$ cat config.mk
export PLATFORM = sky130hd
export DESIGN_NAME = battery_voltage_fuel_gauge_unit
export DESIGN_NICKNAME = d
export VERILOG_FILES = /design/src/rtl/bvfg_pkg.sv /design/src/rtl/battery_voltage_fuel_gauge_unit.sv
export SDC_FILE = /design/constraint.sdc
export NUM_CORES = 1
export LEC_CHECK = 0
export ABC_CLOCK_PERIOD_IN_PS = 39500
export BUFFER_PORTS_ARGS = -buffer_cell sky130_fd_sc_hd__buf_2
export CORE_AREA = 8 8 277 279
export DETAILED_ROUTE_END_ITERATION = 8
export DIE_AREA = 0 0 285 287
export PLACE_DENSITY_LB_ADDON = 0.05
export SLEW_MARGIN = 20
export SYNTH_ARGS = -nofsm -noshare
export SYNTH_HDL_FRONTEND = slang
export SYNTH_SLANG_ARGS = --single-unit
$ cat constraint.sdc
create_clock -name clk -period 39.5 [get_ports clk]
set_input_delay 1.975 -clock clk [delete_from_list [all_inputs] [get_ports clk]]
set_output_delay 1.975 -clock clk [all_outputs]
set_load 0.1 [all_outputs]
$ cat src/rtl/bvfg_pkg.sv
package bvfg_pkg;

  localparam int CurvePoints = 19;

  // Discharge curve, state of charge at 4.20 V down to 3.30 V in 50 mV steps.
  localparam logic [6:0] CURVE_PCT [CurvePoints] = '{
    7'd100, 7'd95, 7'd90, 7'd85, 7'd80, 7'd75, 7'd70, 7'd65, 7'd60, 7'd55,
    7'd50, 7'd45, 7'd40, 7'd30, 7'd20, 7'd15, 7'd10, 7'd5, 7'd0
  };

  localparam logic [10:0] CV_TOP = 11'd420;
  localparam logic [10:0] CV_BOT = 11'd330;
  localparam logic [10:0] CV_MAX = 11'd2047;

  localparam logic [8:0]  ALPHA_ONE  = 9'd256;
  localparam logic [11:0] HELD_SCALE = 12'd2560;     // cV to mV, in Q8
  localparam logic [31:0] ROUND_BIAS = 32'd327680;   // half of 655360
  localparam logic [15:0] RECIP_10   = 16'd52429;    // 2^19 / 10, rounded up
  localparam logic [7:0]  RECIP_5    = 8'd205;       // 2^10 / 5, rounded up

  // Register indexes on the configuration port.
  localparam logic [1:0] REG_MULT   = 2'd0;
  localparam logic [1:0] REG_ALPHA  = 2'd1;
  localparam logic [1:0] REG_WINDOW = 2'd2;
  localparam logic [1:0] REG_LOWTHR = 2'd3;

  localparam logic [10:0] MULT_RST   = 11'd512;
  localparam logic [8:0]  ALPHA_RST  = 9'd51;
  localparam logic [15:0] WINDOW_RST = 16'd5000;
  localparam logic [10:0] LOWTHR_RST = 11'd340;

  typedef logic [3:0] state_t;

  // Linear interpolation on the discharge curve; the remainder is floored.
  function automatic logic [6:0] pct_of(input logic [10:0] v);
    logic [6:0]  d;
    logic [14:0] dm;
    logic [4:0]  seg;
    logic [6:0]  up;
    logic [2:0]  off;
    logic [6:0]  ph;
    logic [6:0]  pl;
    logic [3:0]  span;
    logic [5:0]  n;
    logic [13:0] nm;
    d    = '0;
    dm   = '0;
    seg  = '0;
    up   = '0;
    off  = '0;
    ph   = '0;
    pl   = '0;
    span = '0;
    n    = '0;
    nm   = '0;
    if (v >= CV_TOP) begin
      pct_of = 7'd100;
    end else if (v <= CV_BOT) begin
      pct_of = 7'd0;
    end else begin
      d    = 7'(CV_TOP - v);
      dm   = 15'(d * RECIP_5);
      seg  = dm[14:10];
      up   = 7'((7'(seg) + 7'd1) * 7'd5);
      off  = 3'(up - d);
      ph   = CURVE_PCT[seg];
      pl   = CURVE_PCT[5'(seg + 5'd1)];
      span = 4'(ph - pl);
      n    = 6'(off * span);
      nm   = 14'(n * RECIP_5);
      pct_of = 7'(pl + 7'(nm[13:10]));
    end
  endfunction

endpackage

$ cat src/rtl/battery_voltage_fuel_gauge_unit.sv
// Battery fuel gauge with a voltage cache, EMA smoothing and a Li-ion
// discharge-curve lookup.
// Input stream: in_tdata carries a timestamp in ms and an ADC reading in mV
// (0 marks a failed read). One result leaves on the output stream per input:
// voltage in cV, state of charge, low-battery flag, and in out_tuser a flag
// telling that the held voltage was reused.
// The update math runs on one shared 23x17 multiplier under a small
// sequencer: scale, weight the reading, scale the held value, weight it,
// add with rounding, and divide by ten through a reciprocal multiply.
// A reused or failed reading goes from the check straight to the output load;
// a fresh reading takes the check, five multiplier passes, the
// rounding add and the output load. in_tready is high only while the
// sequencer is idle, so no new item is taken before the last one is loaded out.
// The result sits in an output register; a stalled receiver holds it and the
// next item is still accepted, but it waits at the last step until the
// register frees. Synchronous reset clears the held voltage, the update
// time and the output valid, and loads the default register values.
// The user must write registers over APB only while no item is in flight; unchecked.
module battery_voltage_fuel_gauge_unit (
  input  logic        clk,
  input  logic        rst_n,
  input  logic        in_tvalid,
  output logic        in_tready,
  input  logic [47:0] in_tdata,   // now_ms[31:0], adc_mv[43:32], zero pad
  output logic        out_tvalid,
  input  logic        out_tready,
  output logic [23:0] out_tdata,  // voltage_cv[10:0], percent[17:11], low_battery[18]
  output logic [0:0]  out_tuser,  // from_cache[0]
  input  logic        cfg_psel,
  input  logic        cfg_penable,
  input  logic        cfg_pwrite,
  input  logic [3:0]  cfg_paddr,
  input  logic [31:0] cfg_pwdata,
  output logic [31:0] cfg_prdata,
  output logic        cfg_pready
);

  localparam bvfg_pkg::state_t S_IDLE = 4'd0;
  localparam bvfg_pkg::state_t S_CHK  = 4'd1;
  localparam bvfg_pkg::state_t S_MX   = 4'd2;
  localparam bvfg_pkg::state_t S_MA   = 4'd3;
  localparam bvfg_pkg::state_t S_MH   = 4'd4;
  localparam bvfg_pkg::state_t S_MB   = 4'd5;
  localparam bvfg_pkg::state_t S_ADD  = 4'd6;
  localparam bvfg_pkg::state_t S_DIV  = 4'd7;
  localparam bvfg_pkg::state_t S_PCT  = 4'd8;

  bvfg_pkg::state_t state_r;

  logic [10:0] mult_r;
  logic [8:0]  alpha_r;
  logic [15:0] window_r;
  logic [10:0] lowthr_r;

  logic [31:0] now_r;
  logic [11:0] adc_r;
  logic [8:0]  a_r;
  logic [22:0] x_r;
  logic [31:0] p_r;
  logic [31:0] t_r;
  logic [15:0] q_r;
  logic [10:0] held_r;
  logic [31:0] last_r;
  logic        fc_r;

  logic        out_valid_r;
  logic [10:0] out_v_r;
  logic [6:0]  out_pct_r;
  logic        out_low_r;
  logic        out_fc_r;

  logic [22:0] mul_a;
  logic [16:0] mul_b;
  logic [39:0] prod;
  logic [31:0] sum;
  logic [31:0] elapsed;
  logic [20:0] cv_raw;
  logic        cfg_wr;
  logic        in_fire;
  logic        out_fire;
  logic        load_out;

  assign cfg_pready = 1'b1;
  assign cfg_wr     = cfg_psel & cfg_penable & cfg_pwrite & cfg_pready;

  assign in_tready  = (state_r == S_IDLE);
  assign in_fire    = in_tvalid & in_tready;
  assign out_fire   = out_valid_r & out_tready;
  assign load_out   = (state_r == S_PCT) & (~out_valid_r | out_tready);

  assign out_tvalid = out_valid_r;
  assign out_tdata  = {5'd0, out_low_r, out_pct_r, out_v_r};
  assign out_tuser  = out_fc_r;

  assign elapsed = now_r - last_r;
  assign sum     = p_r + t_r + bvfg_pkg::ROUND_BIAS;
  assign cv_raw  = prod[39:19];

  always_comb begin
    unique case (cfg_paddr[3:2])
      bvfg_pkg::REG_MULT:   cfg_prdata = {21'd0, mult_r};
      bvfg_pkg::REG_ALPHA:  cfg_prdata = {23'd0, alpha_r};
      bvfg_pkg::REG_WINDOW: cfg_prdata = {16'd0, window_r};
      bvfg_pkg::REG_LOWTHR: cfg_prdata = {21'd0, lowthr_r};
      default:              cfg_prdata = '0;
    endcase
  end

  // Operand select for the shared multiplier.
  always_comb begin
    unique case (state_r)
      S_MX: begin
        mul_a = {11'd0, adc_r};
        mul_b = {6'd0, mult_r};
      end
      S_MA: begin
        mul_a = x_r;
        mul_b = {8'd0, a_r};
      end
      S_MH: begin
        mul_a = {12'd0, held_r};
        mul_b = {5'd0, bvfg_pkg::HELD_SCALE};
      end
      S_MB: begin
        mul_a = t_r[22:0];
        mul_b = {8'd0, 9'(bvfg_pkg::ALPHA_ONE - a_r)};
      end
      S_DIV: begin
        mul_a = {7'd0, q_r};
        mul_b = {1'b0, bvfg_pkg::RECIP_10};
      end
      default: begin
        mul_a = '0;
        mul_b = '0;
      end
    endcase
  end

  assign prod = 40'(mul_a) * 40'(mul_b);

  always_ff @(posedge clk) begin
    if (!rst_n) begin
      mult_r   <= bvfg_pkg::MULT_RST;
      alpha_r  <= bvfg_pkg::ALPHA_RST;
      window_r <= bvfg_pkg::WINDOW_RST;
      lowthr_r <= bvfg_pkg::LOWTHR_RST;
    end else if (cfg_wr) begin
      unique case (cfg_paddr[3:2])
        bvfg_pkg::REG_MULT:   mult_r   <= cfg_pwdata[10:0];
        bvfg_pkg::REG_ALPHA:  alpha_r  <= cfg_pwdata[8:0];
        bvfg_pkg::REG_WINDOW: window_r <= cfg_pwdata[15:0];
        bvfg_pkg::REG_LOWTHR: lowthr_r <= cfg_pwdata[10:0];
        default: ;
      endcase
    end
  end

  always_ff @(posedge clk) begin
    if (!rst_n) begin
      state_r     <= S_IDLE;
      held_r      <= '0;
      last_r      <= '0;
      out_valid_r <= 1'b0;
    end else begin
      if (load_out) begin
        out_valid_r <= 1'b1;
      end else if (out_fire) begin
        out_valid_r <= 1'b0;
      end
      unique case (state_r)
        S_IDLE: begin
          if (in_fire) begin
            now_r   <= in_tdata[31:0];
            adc_r   <= in_tdata[43:32];
            state_r <= S_CHK;
          end
        end
        S_CHK: begin
          if (held_r != '0 && elapsed < {16'd0, window_r}) begin
            fc_r    <= 1'b1;
            state_r <= S_PCT;
          end else if (adc_r == '0) begin
            fc_r    <= (held_r != '0);
            state_r <= S_PCT;
          end else begin
            fc_r <= 1'b0;
            // With nothing held the new reading is taken as it is.
            if (held_r == '0 || alpha_r > bvfg_pkg::ALPHA_ONE) begin
              a_r <= bvfg_pkg::ALPHA_ONE;
            end else begin
              a_r <= alpha_r;
            end
            state_r <= S_MX;
          end
        end
        S_MX: begin
          x_r     <= prod[22:0];
          state_r <= S_MA;
        end
        S_MA: begin
          p_r     <= prod[31:0];
          state_r <= S_MH;
        end
        S_MH: begin
          t_r     <= prod[31:0];
          state_r <= S_MB;
        end
        S_MB: begin
          t_r     <= prod[31:0];
          state_r <= S_ADD;
        end
        S_ADD: begin
          q_r     <= sum[31:16];
          state_r <= S_DIV;
        end
        S_DIV: begin
          if (cv_raw > 21'(bvfg_pkg::CV_MAX)) begin
            held_r <= bvfg_pkg::CV_MAX;
          end else begin
            held_r <= cv_raw[10:0];
          end
          last_r  <= now_r;
          state_r <= S_PCT;
        end
        S_PCT: begin
          if (load_out) begin
            out_v_r   <= held_r;
            out_pct_r <= bvfg_pkg::pct_of(held_r);
            out_low_r <= (held_r != '0) && (held_r < lowthr_r);
            out_fc_r  <= fc_r;
            state_r   <= S_IDLE;
          end
        end
        default: state_r <= S_IDLE;
      endcase
    end
  end

endmodule
==> results of run 1 <==
power groups by stage:
stage | combinational (mW) | clock, mW | sequential [mW]
final | 0.297 | 0.274 | 0.320
after global routing | 0.337 | 0.293 | 0.320
after CTS | 0.292 | 0.283 | 0.320
after detailed placement | 0.288 | 0 | 0.326
after global placement | 0.287 | 0 | 0.326
after floorplan | 0.221 | 0 | 0.323
cell usage after synthesis, drive strengths merged, types with 41 or more instances:
| cell type | n | area share [%] |
|---|---|---|
| xnor2 | 56 | 1.7 |
| ha | 354 | 15 |
| xor2 | 41 | 1.3 |
| inv | 493 | 6.5 |
| a21oi | 136 | 2.4 |
| nand3 | 42 | 0.74 |
| o21ai | 93 | 1.7 |
| dfxtp | 95 | 6.7 |
| a21o | 56 | 1.5 |
| clkbuf | 97 | 1.3 |
| a21boi | 63 | 1.7 |
| nand2 | 444 | 5.8 |
| fa | 265 | 19 |
| edfxtp | 177 | 19 |
| and2 | 81 | 1.8 |
| nor2 | 100 | 1.3 |
sequential cells by signal, indices dropped and copies added (netlist names), 9 cells and up:
name,cells
now_r,32
out_v_r,11
lowthr_r,11
held_r,11
last_r,32
x_r,23
alpha_r,9
p_r,32
mult_r,11
adc_r,12
t_r,32
q_r,16
window_r,16
a_r,9
path summary, 6_finish.rpt:
path,depth (start not counted),slack (ps),startpoint,endpoint
worst max-delay path,62,24690,held_r[1],out_pct_r[6]
worst min-delay path,2,470,last_r[1],last_r[1]
worst max register to register,62,24690,held_r[1],out_pct_r[6]
worst min register to register,2,470,last_r[1],last_r[1]
layout make-up:
cell class	instances	area (um^2)	share of cell area (%)
repair buffers	134	741	2.38
well taps	959	1200	3.85
flip-flops and latches	272	7220	23.2
clock buffers	46	852	2.73
diodes	3	7.51	0.0241
multi-input cells	2231	19200	61.6
clock inverters	12	104	0.333
inverters	493	1850	5.94
logic make-up (layout without fill, tap and decap cells):
family | Yosys count | in the layout | share of synthesized area, %
flops | 272 | 272 | 25.2
simple gates | 846 | 846 | 13.7
buf+inv | 625 | 685 | 8.59
xor+xnor | 97 | 97 | 2.97
other cells | 2 | 67 | 0.0263
mux | 27 | 27 | 1.35
compound gates | 577 | 577 | 14.1
fa+ha+maj | 620 | 620 | 34.1
per-layer routing:
metal  share of wire, %  track usage [%]  vias up
met1                 46             26.4    10800
li1                   -                -    10500
met4                2.9             4.99       10
met3                5.4             3.00      118
met2                 46             32.1      507
met5              0.074                0        -
worst reg2reg max path, delay by kind of cell, from the launching register on:
family                     cells  cell delay, ps
buffers and inverters          7             520
and+or+nand+nor               12            2520
adders and majority gates     15            5500
xor gates and xnor gates       4             950
AOI/OAI and AO/OA             24            4440
DFF                            1             660
==> results.txt, run 1 <==
- The flow ran to the end, and the final reports show no timing, DRC or antenna violations.
- Comb power frac: about a third
* Number of buffers created by CTS: 31
- Cell area after synthesis: roughly 29,000 um^2
- TritonCTS built the clock tree.
- The worst path uses between 30 and 40% of the clock period.
- The total count of max-transition violations in the final report was 0.
- Core Box Area: slightly above 70,000 um^2
- STA puts the critical path data arrival time at 15,210 ps.
- After clock tree synthesis, the repair step resized 0 gates.
- Maximum number of pins on one net before global-route repair: 100
* Crit-path max cell delay: 660 ps
- Critical path class: register to register
* Port bufs: 106
- For this run, the detailed router's first-pass iteration total came to 5.
* Vias per Instance: about 5.3
* Peak supply drop: 0.0340 mV
- The tool flagged a number of max-cap violations equal to 0.
* Die area: 81,800 um^2
- Psw: about 0.31 mW
* Time the final worst path needs with I/O delays and setup: 14,810 ps
- Most common library cell in the layout ignoring fill and taps: sky130_fd_sc_hd__inv_1
* Power density over the cells: 28.6 nW/um^2
* Instance count of the mapped netlist: 3,066
- Total number of H-tree levels: 1
- Max_slew headroom: 27.2%
- Setup slack of the critical path after layout: between 20,000 and 25,000 ps
- In this run the count of I/O pins placed on the die edge is 151.
- The number of antenna violations at the first check in global routing came to 8.
* WP buf/inv: 7
- Cells after DPL: 4,089
- Once placement finished, the instance area stood at 30,200 um^2.
- Counting flops and latches in the post-synthesis netlist gives 272.
- STA classifies the critical path endpoint as a register.
- The worst setup path is launched from a register.
- Once detailed placement completed, the half-perimeter wirelength came to 63.8 mm.
* Fmax: 67.5 MHz
- In the final routed layout, each cell accounts on average for 19.2 um.
* Global router's overall resource usage: 19.4%
- Final routed wirelength across all metal layers: around 80 mm
- The first global-routing pass estimated 127 mm of wire.
- From bottom edge to top edge, the die measures 287 um.
- The final hold violation count was 0.
- In this run the mean area of a mapped cell was 9.33 um^2.
- In this run, distinct cell masters in the synthesized netlist total 102.
- Once detail routing completed, the nets flagged for antenna violations numbered 0.
- The clock passes through at most 3 buffers.
* Post-synth EDFFs: 177
- Routability-driven placement congestion ratio: between 0.8 and 0.9
* Number of nets at the end of the flow: 3,873
- Unrepaired setup endpoints after global routing: no
- The layout has 7,222 filler cells.
- Number of clock sinks: 272
- Once the clock tree was built, the setup fixing pass inserted 0 buffers.
- Total via count in the routed design: 21,900
* Area Overhead vs Synth: 9.00%
* Int Pwr: around 0.58 mW
* Data required time at the worst endpoint: ~40,000 ps
- Clock-pin slew was measured on the worst setup and hold paths at around 60 ps.
- Cell family contributing the most delay on the critical path: adder cells
- Prior to clock tree synthesis, the placed netlist has a worst setup slack of 24,650 ps.
- Sum of negative setup slack: 0 ps
- Overall overflow remaining after global route: 0
- Across all hold checks on the routed design, the worst slack comes to 467 ps.
* Static leakage: around 14 nW
* Top_reg_cell synth: sky130_fd_sc_hd__edfxtp_1
- Setup violations remaining at the end of the flow were counted as 0.
- In this run, post-CTS hold repair placed 0 buffers.
* Clock root buffer: sky130_fd_sc_hd__clkbuf_16
- Of the total power, the clock network draws between 30% and 40%.
- DRC: 0
* Initial core utilization: 39.5%
* Switching Fraction: 35.2%
- Final Instance Area: 31,200 um^2
- Registers are responsible for a little over a third of the overall power.
- The detailed router finished its first iteration with 1,434 violations.
- Clock tree skew after final layout: between 20 and 25 ps
- Width of the chip: 285 um
* Worst hold-check path type: register to register
* Cell row count: 99
* Slowest library cell on the worst path: sky130_fd_sc_hd__dfxtp_1
- Share of synthesized area occupied by flip-flops and latches: 25.2%
* Top library cells by usage in the layout, fill and taps aside: sky130_fd_sc_hd__inv_1, sky130_fd_sc_hd__nand2_1, sky130_fd_sc_hd__ha_1, sky130_fd_sc_hd__fa_1, sky130_fd_sc_hd__edfxtp_1
- The later pin in the worst-skew pair is clocked with a latency of 600 ps.
* Largest fanout on the critical path: 17
* Cell with the most instances on the worst path: sky130_fd_sc_hd__ha_1
- Total power of the final layout: 0.891 mW
- The finished layout holds 4,150 standard cells, fillers aside.
- Proportion of register bits with asynchronous set or reset after synthesis: 0%
* Ys Warns: 0
- In the final layout, the share of cells above drive strength 1 is 7.40%.
- Final core utilization: 43.1%
- Transition time at the pin with the least slew margin: 1060 ps
* Vias in the first global route: 22,700
Power figures use the tool's default switching activity.
==> inputs of run 2 (changes only) <==
--- a/config.mk
+++ b/config.mk
@@ -5,7 +5,7 @@
 export SDC_FILE = /design/constraint.sdc
 export NUM_CORES = 1
 export LEC_CHECK = 0
-export ABC_CLOCK_PERIOD_IN_PS = 39500
+export ABC_CLOCK_PERIOD_IN_PS = 14700
 export BUFFER_PORTS_ARGS = -buffer_cell sky130_fd_sc_hd__buf_2
 export CORE_AREA = 8 8 277 279
 export DETAILED_ROUTE_END_ITERATION = 8
==> constraint.sdc (replaced) <==
create_clock -name clk -period 14.7 [get_ports clk]
set_input_delay 0.735 -clock clk [delete_from_list [all_inputs] [get_ports clk]]
set_output_delay 0.735 -clock clk [all_outputs]
set_load 0.1 [all_outputs]
==> run 2 against run 1 <==
Against the previous run:
- total power grew to 2.7 times the previous value
- critical endpoint unchanged
- worst setup slack lost 24000 ps
- count of clock-buffer cells in the layout shrank 6
- sequential power grew to 2.7 times the previous value
- via count shrank 0.89%
- largest power group unchanged
- non-clock buffer count grew 4
- wire length grew 1.5%
==> results.txt, run 2 (synthesis results as in run 1) <==
* Result of the run: finished, final reports clean
* Worst hold-check path type: input port to register
- For this design the ratio of total power to cell area is 77.4 nW/um^2.
* Count of antenna-violating nets left after detailed routing: 0
- The post-route netlist has 7.81% of its cells at a drive strength greater than 1.
- For this run, the top clock speed supported by timing is 72.7 MHz.
* Clock root buffer: sky130_fd_sc_hd__clkbuf_16
* DRC: 0
- The area growth from synthesis to layout is 9.30%.
* Routability-driven placement congestion ratio: 0.858
- Summed over all cells, the static leakage comes to 14.3 nW.
- Peak supply drop: 0.0954 mV
- Chip height: 287 um
- Cell family contributing the most delay on the critical path: adder cells
- For this design, the CTS-stage hold fixing added 0 buffers.
* Port bufs: 106
- The startpoint identified for the worst register-to-register timing path is held_r[0].
- Count of pins over their slew limit: 0
- Number of inserted filler cells in the final layout: 7,313
- For this run the aggregate overflow at the end of global routing stands at 0.
* Type of element launching the critical path: register
- Largest fanout on the critical path: 10
- Data required time at the worst endpoint: 15,080 ps
- Global routing used slightly below 20% of the available tracks across all layers.
* Max_slew headroom: 28.7%
- Setup slack, reg-to-reg: 950 ps
- Vias per Instance: roughly 5.2
- Slowest library cell on the worst path: sky130_fd_sc_hd__or4_4
* Number of clock sinks: 272
* Sum of negative setup slack: 0 ps
- Max Cap Viol: 0
- In this design, the stage delay of the slowest critical-path cell is roughly 600 ps.
- Die area: 81,800 um^2
* Clock tree from TritonCTS: built
* Post-CTS setup buffers: 0
* Vias in the first global route: between 20,000 and 25,000
* Critical path endpoint category: register
- The number of buffers and inverters on the critical path is 6.
- In this run, the number of DRC markers left after iteration 0 of detailed routing was around 1,300.
- Cell row count: 99
* Time the final worst path needs with I/O delays and setup: 13,750 ps
* CTS clk-pin slew, worst paths: 70 ps
- Setup violations remaining at the end of the flow were counted as 0.
* Total via count in the routed design: 21,700
* Final Instance Area: 31,300 um^2
- Total number of cells along the worst setup path: 61
* Cell with the most instances on the worst path: sky130_fd_sc_hd__ha_1
- For the worst-skew pair, the clock arrives at the later sink with an insertion delay of 620 ps.
* Transition time at the pin with the least slew margin: ~1100 ps
- Total power of the final layout: approximately 2.4 mW
* Number of nets at the end of the flow: a little under 4,000
- Final hold vios: 0
* Maximum clock path buffer count: 3
- Initial core utilization: roughly 40%
- Critical path class: register to register
- Share of the clock period used by the worst path after layout: 93.5%
- Number of top-level design ports: between 150 and 200
- Final routed wirelength across all metal layers: 80.8 mm
- Top library cells by usage in the layout, fill and taps aside: sky130_fd_sc_hd__inv_1, sky130_fd_sc_hd__nand2_1, sky130_fd_sc_hd__ha_1, sky130_fd_sc_hd__fa_1, sky130_fd_sc_hd__edfxtp_1
- Total number of H-tree levels: 1
* R2R Path End: out_pct_r[6]
- After detailed placement, the total cell area comes to 30,200 um^2.
- Hold path cells: 1
- The first global-routing pass estimated between 100 and 150 mm of wire.
- The first detailed-routing pass took 5 iterations.
- Clock tree synthesis inserted a total of 30 buffers.
- Clock skew on the completed layout was measured at 55.9 ps.
- Routed WL per cell: 19.5 um
- Initial antenna violation count: 7
- After floorplanning, the core was sized to cover just over 70,000 um^2.
- Post-CTS resize count: 0
- Entering global routing, the biggest net connects 75 pins.
* Min-Delay Startpoint: in_tdata[8]
* Worst reg2reg path depth: 61
- Width of the chip: 285 um
- Sink of the worst hold path: now_r[8]
* Unrepaired setup endpoints after global routing: no
- Most common library cell in the layout ignoring fill and taps: sky130_fd_sc_hd__inv_1
- Worst EP arrival: around 14,000 ps
- DP Wirelength: between 60 and 70 mm
==> run 2: final cells by class <==
class | count | area (um^2) | share of cell area [%]
Multi-Input combinational cell | 2231 | 19200 | 61.5
Sequential cell | 272 | 7220 | 23.1
Inverter | 493 | 1850 | 5.93
Tap cell | 959 | 1200 | 3.84
Clock buffer | 40 | 828 | 2.65
Timing Repair Buffer | 138 | 771 | 2.47
Clock inverter | 16 | 158 | 0.504
Antenna cell | 2 | 5.00 | 0.0160
==> run 2: report_power, final <==
group / internal, mW / switching (mW)
logic: 0.292 / 0.508
clock network: 0.431 / 0.328
registers: 0.844 / 0.0155
total: 1.57 / 0.851
==> run 2: stage by stage <==
step | hold slack, ps | utilization, % | cells | setup slack, ps
after floorplan | 400 | - | 3128 | 1720
after global placement | 452 | 41.8 | 4093 | 806
after detailed placement | 458 | 41.8 | 4093 | 524
after CTS | 241 | 43.2 | 4149 | 485
after global routing | 254 | 43.2 | 4149 | 16.9
final | 286 | 43.2 | 4151 | 954
==> run 2: layer usage <==
| metal | global-route usage [%] | vias to the layer above | routed length, um | part of all wire [%] |
|---|---|---|---|---|
| li1 | - | 10400 | - | - |
| met2 | 32.7 | 473 | 37600 | 47 |
| met3 | 3.11 | 113 | 3830 | 4.7 |
| met4 | 5.38 | 10 | 2420 | 3.0 |
| met1 | 26.4 | 10700 | 36900 | 46 |
| met5 | 0 | - | 60 | 0.074 |
==> run 2: worst max-delay path by stage <==
| stage | from | to | slack [ps] |
|---|---|---|---|
| floorplan | held_r[0] | out_pct_r[6] | 1720 |
| global placement | held_r[1] | out_pct_r[6] | 810 |
| detailed placement | held_r[1] | out_pct_r[6] | 520 |
| CTS | held_r[1] | out_pct_r[6] | 490 |
| global route | held_r[0] | out_pct_r[6] | 20 |
| finish | held_r[0] | out_pct_r[6] | 950 |
==> run 2: worst register-to-register path, delay by kind of cell (launching register included) <==
kind / cells / cell delay (ps)
buf+inv: 6 / 520
fa+ha+maj: 15 / 5360
flops: 1 / 310
simple gates: 13 / 2560
compound gates: 23 / 3930
xor+xnor: 4 / 810
==> inputs of run 3 (changes only) <==
--- a/config.mk
+++ b/config.mk
@@ -5,12 +5,12 @@
 export SDC_FILE = /design/constraint.sdc
 export NUM_CORES = 1
 export LEC_CHECK = 0
-export ABC_CLOCK_PERIOD_IN_PS = 14700
 export BUFFER_PORTS_ARGS = -buffer_cell sky130_fd_sc_hd__buf_2
-export CORE_AREA = 8 8 277 279
+export CORE_AREA = 2 2 271 273
 export DETAILED_ROUTE_END_ITERATION = 8
-export DIE_AREA = 0 0 285 287
+export DIE_AREA = 0 0 273 275
 export PLACE_DENSITY_LB_ADDON = 0.05
+export RECOVER_POWER = 100
 export SLEW_MARGIN = 20
 export SYNTH_ARGS = -nofsm -noshare
 export SYNTH_HDL_FRONTEND = slang
==> run 3 against run 2 <==
Against the previous run:
- the run now ends with max-capacitance violations, max-slew violations left
- count of clock-buffer cells in the layout increased by 4
- non-clock buffer count decreased by 2
- flip-flop and latch count unchanged
- sequential share of layout area about the same
- worst setup slack improved by 66 ps
- hold slack improved by 20 ps
- total power increased by 2.1%
- global-route usage increased by 1.8 points
- highest routed layer unchanged
==> results.txt, run 3 (synthesis results as in run 1) <==
* Die area: 75,100 um^2
- Global routing consumed, over all layers together, 21.4% of the routing resources.
* Detailed router's first-iteration violation count: 1,392
* Width of the chip: 273 um
- The library cells used most frequently in the layout, excluding fill and tap cells, are sky130_fd_sc_hd__inv_1, sky130_fd_sc_hd__nand2_1, sky130_fd_sc_hd__ha_1, sky130_fd_sc_hd__fa_1, sky130_fd_sc_hd__edfxtp_1.
- Of the total power, the clock network draws ~33%.
- CTS built an H-tree with a depth of 1.
- Critical path endpoint category: register
- Once detail routing completed, the nets flagged for antenna violations numbered 0.
- The analysis attributes to net switching a power of 0.860 mW.
- Int Pwr: between 1.5 and 2 mW
- Global-route wire length before repair: approximately 130 mm
- Number of buffers created by CTS: 30
* Vias per Instance: 5.25
- Clock tree skew after final layout: 25.8 ps
- After routing the design area is about 31,000 um^2.
* Cell with the most instances on the worst path: sky130_fd_sc_hd__ha_1
* Time the final worst path needs with I/O delays and setup: around 14,000 ps
* Worst reg2reg path depth: 61
- The setup check on the worst reg-to-reg path leaves a slack of roughly 1000 ps.
* Clock latency on the worst-skew pair: 600 ps
- The worst register-to-register path ends at out_pct_r[6].
* Clock tree from TritonCTS: built
- The worst path uses 93.1% of the clock period.
- For this design the static power due to leakage is 14.1 nW.
* Hold path cells: 1
* Share of final-layout standard cells stronger than drive strength 1: under 10%
* Maximum clock path buffer count: 3
- The initial utilization of the core area, before any placement, comes to 39.5%.
- The final route contains approximately 22,000 vias.
- The routed design has 80.1 mm of wire.
- The startpoint identified for the worst register-to-register timing path is held_r[0].
- Count of pins over their slew limit: 290
- Vias in the first global route: 22,300
* Number of nets at the end of the flow: roughly 3,900
- Worst setup path start: held_r[0]
- Cells fill a little over two fifths of the core in the end.
- Total power for the finished layout comes to 2.47 mW.
* Power density over the cells: 79.1 nW/um^2
- After detailed placement, the total cell area comes to 30,200 um^2.
- In this run the tool buffered the top-level ports with about 110 buffer cells.
* Core Box Area: 72,300 um^2
- Routability-driven placement congestion ratio: 0.877
- On the critical path, the stage with the largest delay is an instance of sky130_fd_sc_hd__or4_4.
- Pin placement for this block handled 151 I/O pins.
- Setup violations, final: 0
- Static timing analysis puts the maximum clock frequency at 73.1 MHz.
* Crit-path max cell delay: approximately 590 ps
- After legalization and detailed placement, the total HPWL measured 64.0 mm.
- Of all nets on the critical path, the largest fanout is 8.
- Violations in the final reports: max-capacitance violations, max-slew violations
- Sum of negative setup slack: 0 ps
- Overall overflow remaining after global route: 0
- Sequential cells account for 34.9% of the total power.
* Final hold vios: 0
- The number of antenna violations at the first check in global routing came to 6.
- Maximum number of pins on one net before global-route repair: 62
- Switching Fraction: a little over a third
* Most common library cell in the layout ignoring fill and taps: sky130_fd_sc_hd__inv_1
* Number of clock sinks: 272
- Clock root buffer: sky130_fd_sc_hd__clkbuf_16
- Min-Delay Startpoint: in_tdata[9]
- Max Cap Viol: 7
- Relative to the synthesized area, the layout overhead comes to 9.10%.
- CTS clk-pin slew, worst paths: 60 ps
- Drt first pass iters: 5
- Peak supply drop: 0.0918 mV
* Comb power frac: approximately a third
- Worst EP arrival: ~14,000 ps
* Chip height: 275 um
- Buffers inserted to repair hold after CTS numbered 0.
- Worst hold-check path type: input port to register
* Data required time at the worst endpoint: roughly 15,000 ps
- Setup repair after global routing left no endpoint under its margin.
- STA classifies the critical path startpoint as a register.
* DRC: 0
* Transition time at the pin with the least slew margin: 2770 ps
- Critical path class: register to register
* Routed WL per cell: ~19 um
- The run finished, with violations left.
- Sink of the worst hold path: now_r[9]
* Max_slew headroom: -84.6%
- Number of inserted filler cells in the final layout: slightly above 7,000
- The floorplan has 99 rows.
## run 3: changes by cell type in the layout (fill, tap and decap cells not counted), moves of 5 or more
cell,change
sky130_fd_sc_hd__clkinv_1,-5
sky130_fd_sc_hd__clkbuf_1,+53
sky130_fd_sc_hd__buf_4,-13
sky130_fd_sc_hd__and2_0,+20
sky130_fd_sc_hd__buf_2,-41
sky130_fd_sc_hd__and2_1,-21
## run 3: critical path: cells and delay by family, from the launching register on
family	cells	cell delay, ps
compound gates	23	4030
xor+xnor	4	790
fa+ha+maj	15	5300
buf+inv	6	500
flops	1	310
simple gates	13	2560
## run 3: final cells by class
cell class | instances | area (um^2) | area share [%]
diodes | 1 | 2.50 | 0.00802
clock buffers | 44 | 876 | 2.81
clock inverters | 12 | 179 | 0.573
inverters | 493 | 1850 | 5.94
multi-input cells | 2231 | 19200 | 61.6
flip-flops and latches | 272 | 7220 | 23.1
well taps | 959 | 1200 | 3.85
repair buffers | 136 | 663 | 2.13
## run 3: power by group through the flow
| stage | Clock, mW | Sequential [mW] | Combinational (mW) |
|---|---|---|---|
| after CTS | 0.825 | 0.859 | 0.786 |
| after global routing | 0.852 | 0.862 | 0.905 |
| after detailed placement | 0 | 0.875 | 0.777 |
| final | 0.802 | 0.860 | 0.806 |
| after global placement | 0 | 0.875 | 0.771 |
| after floorplan | 0 | 0.868 | 0.594 |
## run 3: worst max path at each step
| stage | endpoint | slack [ps] | cells past startpoint |
|---|---|---|---|
| after floorplan | out_pct_r[6] | 1720 | 62 |
| after global placement | out_pct_r[6] | 800 | 60 |
| after detailed placement | out_pct_r[6] | 770 | 60 |
| after CTS | out_pct_r[6] | 650 | 60 |
| after global routing | out_pct_r[6] | 1 | 63 |
| final | out_pct_r[6] | 1020 | 61 |
## run 3: through the flow
step | instances | hold slack, ps | worst slack, ps
2_1_floorplan | 3128 | 400 | 1720
3_3_place_gp | 4090 | 452 | 801
3_5_place_dp | 4090 | 458 | 775
4_1_cts | 4146 | 258 | 654
5_1_grt | 4147 | 269 | 1.38
6_report | 4148 | 306 | 1020
## run 3: what timing repair did
| item | in CTS | in global routing |
|---|---|---|
| endpoints found under the setup margin | 0 | 5 |
| buffers inserted | 0 | 1 |
| resized for setup | 0 | 10 |
## run 3: metal layers
metal | global-route usage [%] | up-vias | wire [um]
met3 | 2.64 | 92 | 3420
met1 | 29.6 | 10800 | 37000
li1 | - | 10500 | -
met4 | 4.14 | 8 | 1560
met2 | 36.3 | 458 | 38000
met5 | 0 | - | 44
